$ cat src/rtl/signed_integer_divider_assert.svh
// Assertion helpers for the signed integer divider.
// Each check runs on the rising edge of i_clk and is held off while i_rst_n is low.
`ifndef SIGNED_INTEGER_DIVIDER_ASSERT_SVH
`define SIGNED_INTEGER_DIVIDER_ASSERT_SVH

// Same-cycle implication.
`define SID_ASSERT_NOW(label, ante, cons) \
    label: assert property (@(posedge i_clk) disable iff (!i_rst_n) (ante) |-> cons) \
        else $error("signed_integer_divider: check failed");

// Next-cycle implication.
`define SID_ASSERT_NEXT(label, ante, cons) \
    label: assert property (@(posedge i_clk) disable iff (!i_rst_n) (ante) |=> cons) \
        else $error("signed_integer_divider: check failed");

`endif

$ cat src/rtl/sid_pkg.sv
package sid_pkg;

    localparam int OPERAND_W      = 32;
    localparam int DATA_WIDTH_DEF = 32;

    typedef enum logic [1:0] {
        ST_OK   = 2'd0,
        ST_OVF  = 2'd1,
        ST_DIV0 = 2'd2
    } t_status;

    typedef struct packed {
        logic signed [OPERAND_W-1:0] dividend;
        logic signed [OPERAND_W-1:0] divisor;
    } t_div_in;

    typedef struct packed {
        logic signed [OPERAND_W-1:0] quotient;
        t_status                     status;
    } t_div_out;

    typedef enum logic [1:0] {
        S_IDLE,
        S_DIV,
        S_FIN
    } t_state;

    // controller -> datapath commands
    typedef struct packed {
        logic load;    // capture operand magnitudes and signs
        logic step;    // one restoring iteration
        logic finish;  // sign fix, saturation, result register
    } t_dp_cmd;

endpackage

$ cat src/rtl/sid_ctrl.sv
module sid_ctrl #(
    parameter int DATA_WIDTH = sid_pkg::DATA_WIDTH_DEF
) (
    input  logic            i_clk,
    input  logic            i_rst_n,
    input  logic            i_start,
    output logic            o_busy,
    output sid_pkg::t_dp_cmd o_cmd
);

    localparam int CW = $clog2(DATA_WIDTH);

    sid_pkg::t_state r_state, n_state;
    logic [CW-1:0]   r_cnt, n_cnt;

    always_ff @(posedge i_clk) begin
        if (!i_rst_n) begin
            r_state <= sid_pkg::S_IDLE;
            r_cnt   <= '0;
        end else begin
            r_state <= n_state;
            r_cnt   <= n_cnt;
        end
    end

    always_comb begin
        n_state = r_state;
        n_cnt   = r_cnt;
        o_cmd   = '0;
        o_busy  = (r_state != sid_pkg::S_IDLE);
        unique case (r_state)
            sid_pkg::S_IDLE: begin
                if (i_start) begin
                    o_cmd.load = 1'b1;
                    n_cnt      = CW'(DATA_WIDTH - 1);
                    n_state    = sid_pkg::S_DIV;
                end
            end
            sid_pkg::S_DIV: begin
                o_cmd.step = 1'b1;
                if (r_cnt == '0) begin
                    n_state = sid_pkg::S_FIN;
                end else begin
                    n_cnt = r_cnt - CW'(1);
                end
            end
            sid_pkg::S_FIN: begin
                o_cmd.finish = 1'b1;
                n_state      = sid_pkg::S_IDLE;
            end
            default: begin
                n_state = sid_pkg::S_IDLE;
            end
        endcase
    end

endmodule

$ cat src/rtl/sid_datapath.sv
module sid_datapath #(
    parameter int DATA_WIDTH = sid_pkg::DATA_WIDTH_DEF
) (
    input  logic              i_clk,
    input  logic              i_rst_n,
    input  sid_pkg::t_dp_cmd  i_cmd,
    input  sid_pkg::t_div_in  i_operands,
    output logic              o_done,
    output sid_pkg::t_div_out o_result
);

    localparam int DW = DATA_WIDTH;
    localparam int OW = sid_pkg::OPERAND_W;

    // operands cut or zero-extended to DW bits
    logic [DW+OW-1:0] w_ext_a, w_ext_b;
    logic [DW-1:0]    w_a, w_b, w_mag_a, w_mag_b;
    logic             w_neg_a, w_neg_b;

    logic [DW-1:0]    r_den, r_rem, r_quo;
    logic             r_neg;

    logic [DW-1:0]    w_shift;
    logic [DW:0]      w_diff;
    logic             w_fits;

    logic [DW-1:0]    w_maxpos, w_q;
    sid_pkg::t_status w_status;
    logic [DW+OW-1:0] w_q_ext;

    sid_pkg::t_div_out r_result;
    logic              r_done;

    assign w_ext_a = {{DW{1'b0}}, i_operands.dividend};
    assign w_ext_b = {{DW{1'b0}}, i_operands.divisor};
    assign w_a     = w_ext_a[DW-1:0];
    assign w_b     = w_ext_b[DW-1:0];
    assign w_neg_a = w_a[DW-1];
    assign w_neg_b = w_b[DW-1];
    assign w_mag_a = w_neg_a ? (~w_a + {{(DW-1){1'b0}}, 1'b1}) : w_a;
    assign w_mag_b = w_neg_b ? (~w_b + {{(DW-1){1'b0}}, 1'b1}) : w_b;

    // restoring step: remainder shifts in the next dividend bit from r_quo
    assign w_shift = {r_rem[DW-2:0], r_quo[DW-1]};
    assign w_diff  = {1'b0, w_shift} - {1'b0, r_den};
    assign w_fits  = ~w_diff[DW];

    assign w_maxpos = {1'b0, {(DW-1){1'b1}}};

    always_comb begin
        priority if (r_den == '0) begin
            w_q      = w_maxpos;
            w_status = sid_pkg::ST_DIV0;
        end else if (r_neg) begin
            w_q      = ~r_quo + {{(DW-1){1'b0}}, 1'b1};
            w_status = sid_pkg::ST_OK;
        end else if (r_quo[DW-1]) begin
            w_q      = w_maxpos;
            w_status = sid_pkg::ST_OVF;
        end else begin
            w_q      = r_quo;
            w_status = sid_pkg::ST_OK;
        end
    end

    assign w_q_ext = {{OW{1'b0}}, w_q};

    always_ff @(posedge i_clk) begin
        if (i_cmd.load) begin
            r_den <= w_mag_b;
            r_quo <= w_mag_a;
            r_rem <= '0;
            r_neg <= w_neg_a ^ w_neg_b;
        end else if (i_cmd.step) begin
            r_rem <= w_fits ? w_diff[DW-1:0] : w_shift;
            r_quo <= {r_quo[DW-2:0], w_fits};
        end
        if (i_cmd.finish) begin
            r_result.quotient <= w_q_ext[OW-1:0];
            r_result.status   <= w_status;
        end
    end

    always_ff @(posedge i_clk) begin
        if (!i_rst_n) begin
            r_done <= 1'b0;
        end else begin
            r_done <= i_cmd.finish;
        end
    end

    assign o_done   = r_done;
    assign o_result = r_result;

endmodule

$ cat src/rtl/signed_integer_divider.sv
// Channel   | Ports                        | Transfer
// ----------+------------------------------+----------------------------------------
// operands  | start, busy, i_operands      | edge with start high and busy low
// result    | o_done, o_result             | edge ending the single cycle o_done high
//
// Each division runs one restoring iteration per quotient bit on the shared subtractor,
// then sign fix and saturation into the result register.
// busy is high from the cycle after accept until the result register loads; a new item
// may be started in the o_done cycle itself.
// Reset (i_rst_n low, synchronous) returns the controller to idle and drops o_done.
// The receiver has no way to stall: a result is shown for one cycle only.

`include "signed_integer_divider_assert.svh"

module signed_integer_divider #(
    parameter int DATA_WIDTH = sid_pkg::DATA_WIDTH_DEF
) (
    input  logic              i_clk,
    input  logic              i_rst_n,
    input  logic              start,
    input  sid_pkg::t_div_in  i_operands,
    output logic              busy,
    output logic              o_done,
    output sid_pkg::t_div_out o_result
);

    // Controller sequences load -> DATA_WIDTH steps -> finish.
    sid_pkg::t_dp_cmd w_cmd;

    sid_ctrl #(
        .DATA_WIDTH (DATA_WIDTH)
    ) u_ctrl (
        .i_clk   (i_clk),
        .i_rst_n (i_rst_n),
        .i_start (start),
        .o_busy  (busy),
        .o_cmd   (w_cmd)
    );

    // Datapath holds magnitudes, partial remainder and the quotient shift register.
    // Only the low DATA_WIDTH bits of each operand count; the sign is their top bit.
    // Quotient is negated when the signs differ; a positive quotient with its top bit
    // set (most negative over minus one) saturates and reports overflow; a zero divisor
    // yields the largest positive value with its own status.
    sid_datapath #(
        .DATA_WIDTH (DATA_WIDTH)
    ) u_dp (
        .i_clk      (i_clk),
        .i_rst_n    (i_rst_n),
        .i_cmd      (w_cmd),
        .i_operands (i_operands),
        .o_done     (o_done),
        .o_result   (o_result)
    );

    // A transfer in always brings the controller out of idle.
    `SID_ASSERT_NEXT(a_accept_busy, start && !busy, busy)
    // Each transfer in is followed by the result strobe once the steps and the finish state are through.
    `SID_ASSERT_NOW(a_latency, start && !busy, ##(DATA_WIDTH + 2) o_done)
    // The result strobe only shows while the controller is idle.
    `SID_ASSERT_NOW(a_done_idle, o_done, !busy)
    // Only the finish command loads a result that is shown next.
    `SID_ASSERT_NEXT(a_finish_done, w_cmd.finish, o_done)

endmodule

$ cat config.mk
export PLATFORM = sky130hd
export DESIGN_NAME = signed_integer_divider
export DESIGN_NICKNAME = d
export VERILOG_FILES = /design/src/rtl/sid_pkg.sv /design/src/rtl/sid_ctrl.sv /design/src/rtl/sid_datapath.sv /design/src/rtl/signed_integer_divider.sv
export VERILOG_INCLUDE_DIRS = /design/src /design/src/rtl
export SDC_FILE = /design/constraint.sdc
export NUM_CORES = 1
export LEC_CHECK = 0
export ABC_AREA = 1
export BUFFER_PORTS_ARGS = -buffer_cell sky130_fd_sc_hd__buf_2
export CAP_MARGIN = 0
export CORE_UTILIZATION = 59
export DETAILED_ROUTE_END_ITERATION = 8
export GPL_ROUTABILITY_DRIVEN = 0
export PLACE_DENSITY = 0.82
export RECOVER_POWER = 25
export SETUP_SLACK_MARGIN = 0.15
export SLEW_MARGIN = 20
export SYNTH_ARGS = -nofsm -noshare
export SYNTH_HDL_FRONTEND = slang
export SYNTH_SLANG_ARGS = --single-unit
$ cat constraint.sdc
create_clock -name i_clk -period 3.33 [get_ports i_clk]
set_clock_uncertainty 0.2 [all_clocks]
set_input_delay 0.333 -clock i_clk [delete_from_list [all_inputs] [get_ports i_clk]]
set_output_delay 0.333 -clock i_clk [all_outputs]
set_load 0.05 [all_outputs]
# [Yosys cells after proc, flatten, opt, wreduce, memory -nomap -nowiden]
# Index checks and enable logic that the tools add are counted.
[totals] reg_bits=138 latch_bits=0 ram_bits=0 mem_bits_ro=0 input_bits=67 output_inout_bits=36 n_memories=0
[classes] addsub=5 n_mul=0 n_div=0 n_lt_le_gt_ge=0 eq_ne=5 n_shift=0 mux=19 bitwise=5 reduce_logical=9
[ops] op="$mux W32" count=4
[ops] op="$add A32 B1 Y32 const B" count=3
[ops] op="$not A32 Y32" count=3
[ops] op="$mux W31" count=3
[ops] op="$sub A32 B32 Y33" count=1
[ops] op="$logic_not A32 Y1" count=1
[ops] op="$mux W5" count=2
[ops] op="$pmux W5 S2" count=1
[ops] op="$mux W2" count=3
[ops] op="$reduce_bool A2 Y1" count=3
[ops] op="$logic_not A5 Y1" count=1
[ops] op="$mux W1" count=5
[ops] op="$sub A5 B1 Y5 const B" count=1
[ops] op="$ne A2 B2 Y1 const B" count=2
[ops] op="$pmux W2 S2" count=1
[ops] op="$reduce_and A3 Y1" count=1
[ops] op="$eq A2 B1 Y1 const B" count=1
[ops] op="$eq A2 B2 Y1 const B" count=1
[ops] op="$logic_not A2 Y1" count=1
[ops] op="$ne A2 B1 Y1 const B" count=1
[ops] op="$reduce_and A2 Y1" count=1
[ops] op="$reduce_or A2 Y1" count=1
[ops] op="$not A1 Y1" count=1
[ops] op="$xor A1 B1 Y1" count=1

# [Depth between registers and ports, before layout]
[logic_depth] depth_word=4 ltp_mapped=17 mapped_depth_nobuf=16

# [Cells and area by module]
# A second synthesis with hierarchy kept.
[hier_totals] hier_cells=1604 hier_area_um2=10697.8
[modules_own_cells] module="sid_datapath" n_inst=1 cells_each=1550 area_each_um2=10319.9
[modules_own_cells] module="sid_ctrl" n_inst=1 cells_each=54 area_each_um2=377.9

# [Worst setup path after synthesis]
# No wires, ideal clock.
[synth_timing] path_type="register -> register" start="register u_ctrl.r_state[0]" end="register u_dp.r_quo[22], data pin" setup_time_ns=0.315 arrival_ns=2.190 t_required_ns=2.815 path_slack_ns=0.625 path_stages_with_launch=5 n_path_buf=1 synth_period_minus_slack_ns=2.705 cell_sequence="dfxtp_1 or2_2 nor2_4 clkbuf_1 o21ai_0"
[synth_lines] item="start, declared" line="sid_ctrl.sv:13" rtl="sid_pkg::t_state r_state, n_state;"
[synth_lines] item="start signal, assigned" line="sid_ctrl.sv:18" rtl="r_state <= sid_pkg::S_IDLE;"
[synth_lines] item="start signal, assigned" line="sid_ctrl.sv:21" rtl="r_state <= n_state;"
[synth_lines] item="end signal, assigned" line="sid_datapath.sv:71" rtl="r_quo <= w_mag_a;"
[synth_lines] item="end signal, assigned" line="sid_datapath.sv:76" rtl="r_quo <= {r_quo[DW-2:0], w_fits};"
[synth_lines] item="end, declared" line="sid_datapath.sv:20" rtl="logic [DW-1:0] r_den, r_rem, r_quo;"

# [Worst setup path after layout]
[layout_timing] start="register u_dp.r_quo[31]" end="register u_dp.r_rem[15]"
[layout_between] elab_chain_cells=2
[layout_lines] item="$sub A32 B32 Y33" line="sid_datapath.sv:45" rtl="assign w_diff = {1'b0, w_shift} - {1'b0, r_den};"
[layout_lines] item="$mux W31" line="sid_datapath.sv:75" rtl="r_rem <= w_fits ? w_diff[DW-1:0] : w_shift;"
[layout_lines] item="end signal, assigned" line="sid_datapath.sv:75"
[layout_lines] item="end, declared" line="sid_datapath.sv:20"
# Every way passes these cells.
# A chain may end at the register's enable or synchronous reset.

==> flow_metrics.env <==
export IMPL_io_pins=103
export IMPL_yosys_top_cells_area="edfxtp_1 (28%), nand2_1 (17%), inv_1 (9.7%), dfxtp_1 (7.4%), nand3_1 (6.7%)"
export IMPL_seq_area_frac_synth=0.358
export IMPL_cp_top_family="simple AND/OR/NAND/NOR gates"
export IMPL_drcViolationCount=0
export IMPL_clockRootBuffer="clkbuf_16"
export IMPL_wl_um=28500
export IMPL_hold_violations=0
export IMPL_cts_clk_slew_worst_paths_ps=60
export IMPL_vias_per_cell=5.53
export IMPL_rrSetupSlack_ps=550
export IMPL_ys_flop_type="edfxtp_1"
export IMPL_worstHoldEndpoint="u_dp.r_den[30]"
export IMPL_grt_pass1_wl_um=45100
export IMPL_rows=48
export IMPL_worstSetupEndpointType="register"
export IMPL_ant_nets=0
export IMPL_die_w_um=135
export IMPL_worst_path_stages=16
export IMPL_cts_tree="done"
export IMPL_synth_cells=1564
export IMPL_dp_hpwl_um=21600
export IMPL_postSynthAreaPerCell_um2=6.71
export IMPL_htree_levels=4
export IMPL_yosysTopAreaCellShare=0.283
export IMPL_min_from="i_operands[30]"
export IMPL_synth_seq_cells=138
export IMPL_r2r_end="u_dp.r_rem[15]"
export IMPL_r2r_cells=16
export IMPL_max_clock_freq_ghz=0.360
export IMPL_critPathArrivalTime_ps=2880
export IMPL_antenna_cells=0
export IMPL_max_cap_viol_count=1
export IMPL_worstHoldPathCells=3
export IMPL_critPathSlowestCell="fa_1"
export IMPL_grt_max_degree=65
export IMPL_vdd_ir_drop_max_mv=0.395
export IMPL_rr_startpoint="u_dp.r_quo[31]"
export IMPL_crit_chain="inv_1 -> ha_1 -> fa_1 -> inv_1 -> nand2_1 -> nand2_1 -> nand3b_1 -> nand2_1 -> nand2_1 -> nand2_1 -> nand2_4 -> nand2_4 -> buf_12 -> nand2_1 -> nand3_1 -> o21ai_1"
export IMPL_syn_area_um2=10500
export IMPL_drt_iter0_markers=1085
export IMPL_dieArea_um2=18300
export IMPL_period_minus_slack_ps=2780
export IMPL_path_class="reg2reg"
export IMPL_placed_cells=1867
export IMPL_status="finished with violations"
export IMPL_crit_buf_inv=3
export IMPL_holdCritPathClass="in2reg"
export IMPL_core_um2=17400
export IMPL_finalNetCount=1768
export IMPL_fin_crit_sh=0.834
export IMPL_failed_checks="capacitance limit, slew limit"
export IMPL_synth_edf_count=99
export IMPL_p_leak_uw=0.00581
export IMPL_maxSlewViolCount=35
export IMPL_firstDrtPassIters=6
export IMPL_ys_types=43
export IMPL_slowest_delay_ps=410
export IMPL_n_fill_cell=1513
export IMPL_clk_insertion_delay_late_ps=430
export IMPL_layout_drive_gt1_share=0.0788
export IMPL_cp_data_required_time_ps=3440
export IMPL_cts_buffer_depth=2
export IMPL_tns_ps=0
export IMPL_io_buffers=102
export IMPL_finalSetupViolations=0
export IMPL_fin_cells=1901
export IMPL_async_reset_ff_frac=0
export IMPL_startpoint_type="register"
export IMPL_grt_overflow=0
export IMPL_slew_headroom=-0.171
export IMPL_vias=10500
export IMPL_cts_buffers=17
export IMPL_worstMarginPinSlew_ps=1750
export IMPL_power_density_nw_per_um2=595
export IMPL_detail_route_wl_per_cell_um=15.0
export IMPL_grt_pass1_vias=9069
export IMPL_synth_nets=1669
export IMPL_path_max_fanout=22
export IMPL_cts_sinks=138
export IMPL_rsz0062_at_grt="false"
export IMPL_die_h_um=135
export IMPL_grt_use_total=0.318
export IMPL_synth_warnings=0
export IMPL_syn_to_final_growth_pct=12.4
export IMPL_cpMostUsedCell="nand2_1"
export IMPL_yosysTopAreaCell="edfxtp_1"
export IMPL_grt_antenna_before_repair=0
export IMPL_initial_core_util=0.604
==> power breakdown <==
group	leakage [µW]	internal, µW	switching (µW)
registers	0.00126	2160	211
logic	0.00425	891	1710
clock network	0.000301	1290	745
total	0.00581	4340	2670
==> layout make-up <==
cell class | count | area, µm² | area share
tap | 225 | 282 | 0.0239
timing repair buffer | 114 | 571 | 0.0484
clock buffer | 20 | 457 | 0.0387
sequential | 138 | 3750 | 0.318
inverter | 280 | 1050 | 0.0892
multi-input combinational | 1112 | 5500 | 0.467
clock inverter | 12 | 170 | 0.0144
==> worst min-delay path, stage by stage <==
cell and delay (ps):
buf_2 100, nand2_1 50, nand2_1 60
==> per-stage QoR <==
step / instance area, µm² / worst slack (ps) / utilization / hold WS (ps) / total power, µW
after floorplan: 10500 / 625 / - / 232 / 4260
after global placement: 11200 / 698 / 0.646 / 255 / 4870
after detailed placement: 11200 / 586 / 0.646 / 262 / 4920
after CTS: 11900 / 591 / 0.683 / 5.96 / 6960
after global routing: 11800 / 341 / 0.679 / 27.5 / 7410
final: 11800 / 554 / 0.679 / 20.7 / 7010
==> kinds of logic after synthesis <==
family                   count (synthesis)  share of synthesized area
buffers and inverters                  314                      0.116
flip-flops                             138                      0.358
adder cells (fa/ha/maj)                 38                     0.0461
AO/OA/AOI/OAI                          152                     0.0785
XOR/XNOR                                54                     0.0451
AND/OR/NAND/NOR                        868                      0.356
==> cells in the mapped netlist, drive strengths merged (2+ instances only) <==
| library cell | instances |
|---|---|
| a21o | 4 |
| a21oi | 41 |
| a31oi | 5 |
| and2 | 2 |
| buf | 18 |
| clkbuf | 16 |
| clkinv | 5 |
| dfxtp | 39 |
| edfxtp | 99 |
| ha | 37 |
| inv | 275 |
| nand2 | 470 |
| nand3 | 141 |
| nand3b | 22 |
| nand4 | 28 |
| nor2 | 167 |
| nor3 | 26 |
| nor4 | 4 |
| o211ai | 10 |
| o21ai | 84 |
| o22ai | 3 |
| o31ai | 2 |
| or2 | 7 |
| xnor2 | 19 |
| xor2 | 35 |
==> metal layers <==
metal,vias up,global-route usage,share of wire
met3,63,0.0681,0.11
met1,4733,0.469,0.45
met5,-,0,0
met4,0,0.118,0.026
li1,5194,-,-
met2,526,0.454,0.42
==> cell usage in the layout, fill, tap and decap left out, drive strengths merged, types with 2 or more instances in the layout <==
master and n:
nor2 167, o31ai 2, clkinv 10, xnor2 19, o21ai 84, clkinvlp 2
nor3 26, xor2 35, and2 2, a21oi 41, clkbuf 58, o211ai 10
dlygate4sd3 2, dfxtp 39, a31oi 5, buf 74, nand3 141, nand4 28
or2 7, edfxtp 99, bufinv 4, o22ai 3, ha 37, inv 276
nand2 470, nor4 4, nand3b 22, a21o 4
==> worst max path at each step <==
| stage | from | end | slack [ps] |
|---|---|---|---|
| after global routing | u_dp.r_quo[31] | u_dp.r_rem[27] | 340 |
| after CTS | u_dp.r_quo[31] | u_dp.r_rem[23] | 590 |
| after detailed placement | u_dp.r_quo[31] | u_dp.r_rem[23] | 590 |
| after floorplan | u_ctrl.r_state[0] | u_dp.r_quo[22] | 630 |
| final | u_dp.r_quo[31] | u_dp.r_rem[15] | 550 |
| after global placement | u_dp.r_quo[31] | u_dp.r_rem[28] | 700 |
==> flip-flops by register name (all words and copies together), names as in the netlist <==
| name | cells |
|---|---|
| u_dp.r_neg | 1 |
| u_ctrl.r_state | 2 |
| u_dp.r_rem | 31 |
| u_dp.o_result | 34 |
| u_dp.o_done | 1 |
| u_ctrl.r_cnt | 5 |
| u_dp.r_quo | 32 |
| u_dp.r_den | 32 |
==> timing repair <==
action,in CTS,in global routing
buffers inserted,0,0
gates resized for setup,0,0
hold endpoints to repair,3,0
hold buffers,2,0
No activity file was read; power rests on OpenSTA's default activity.
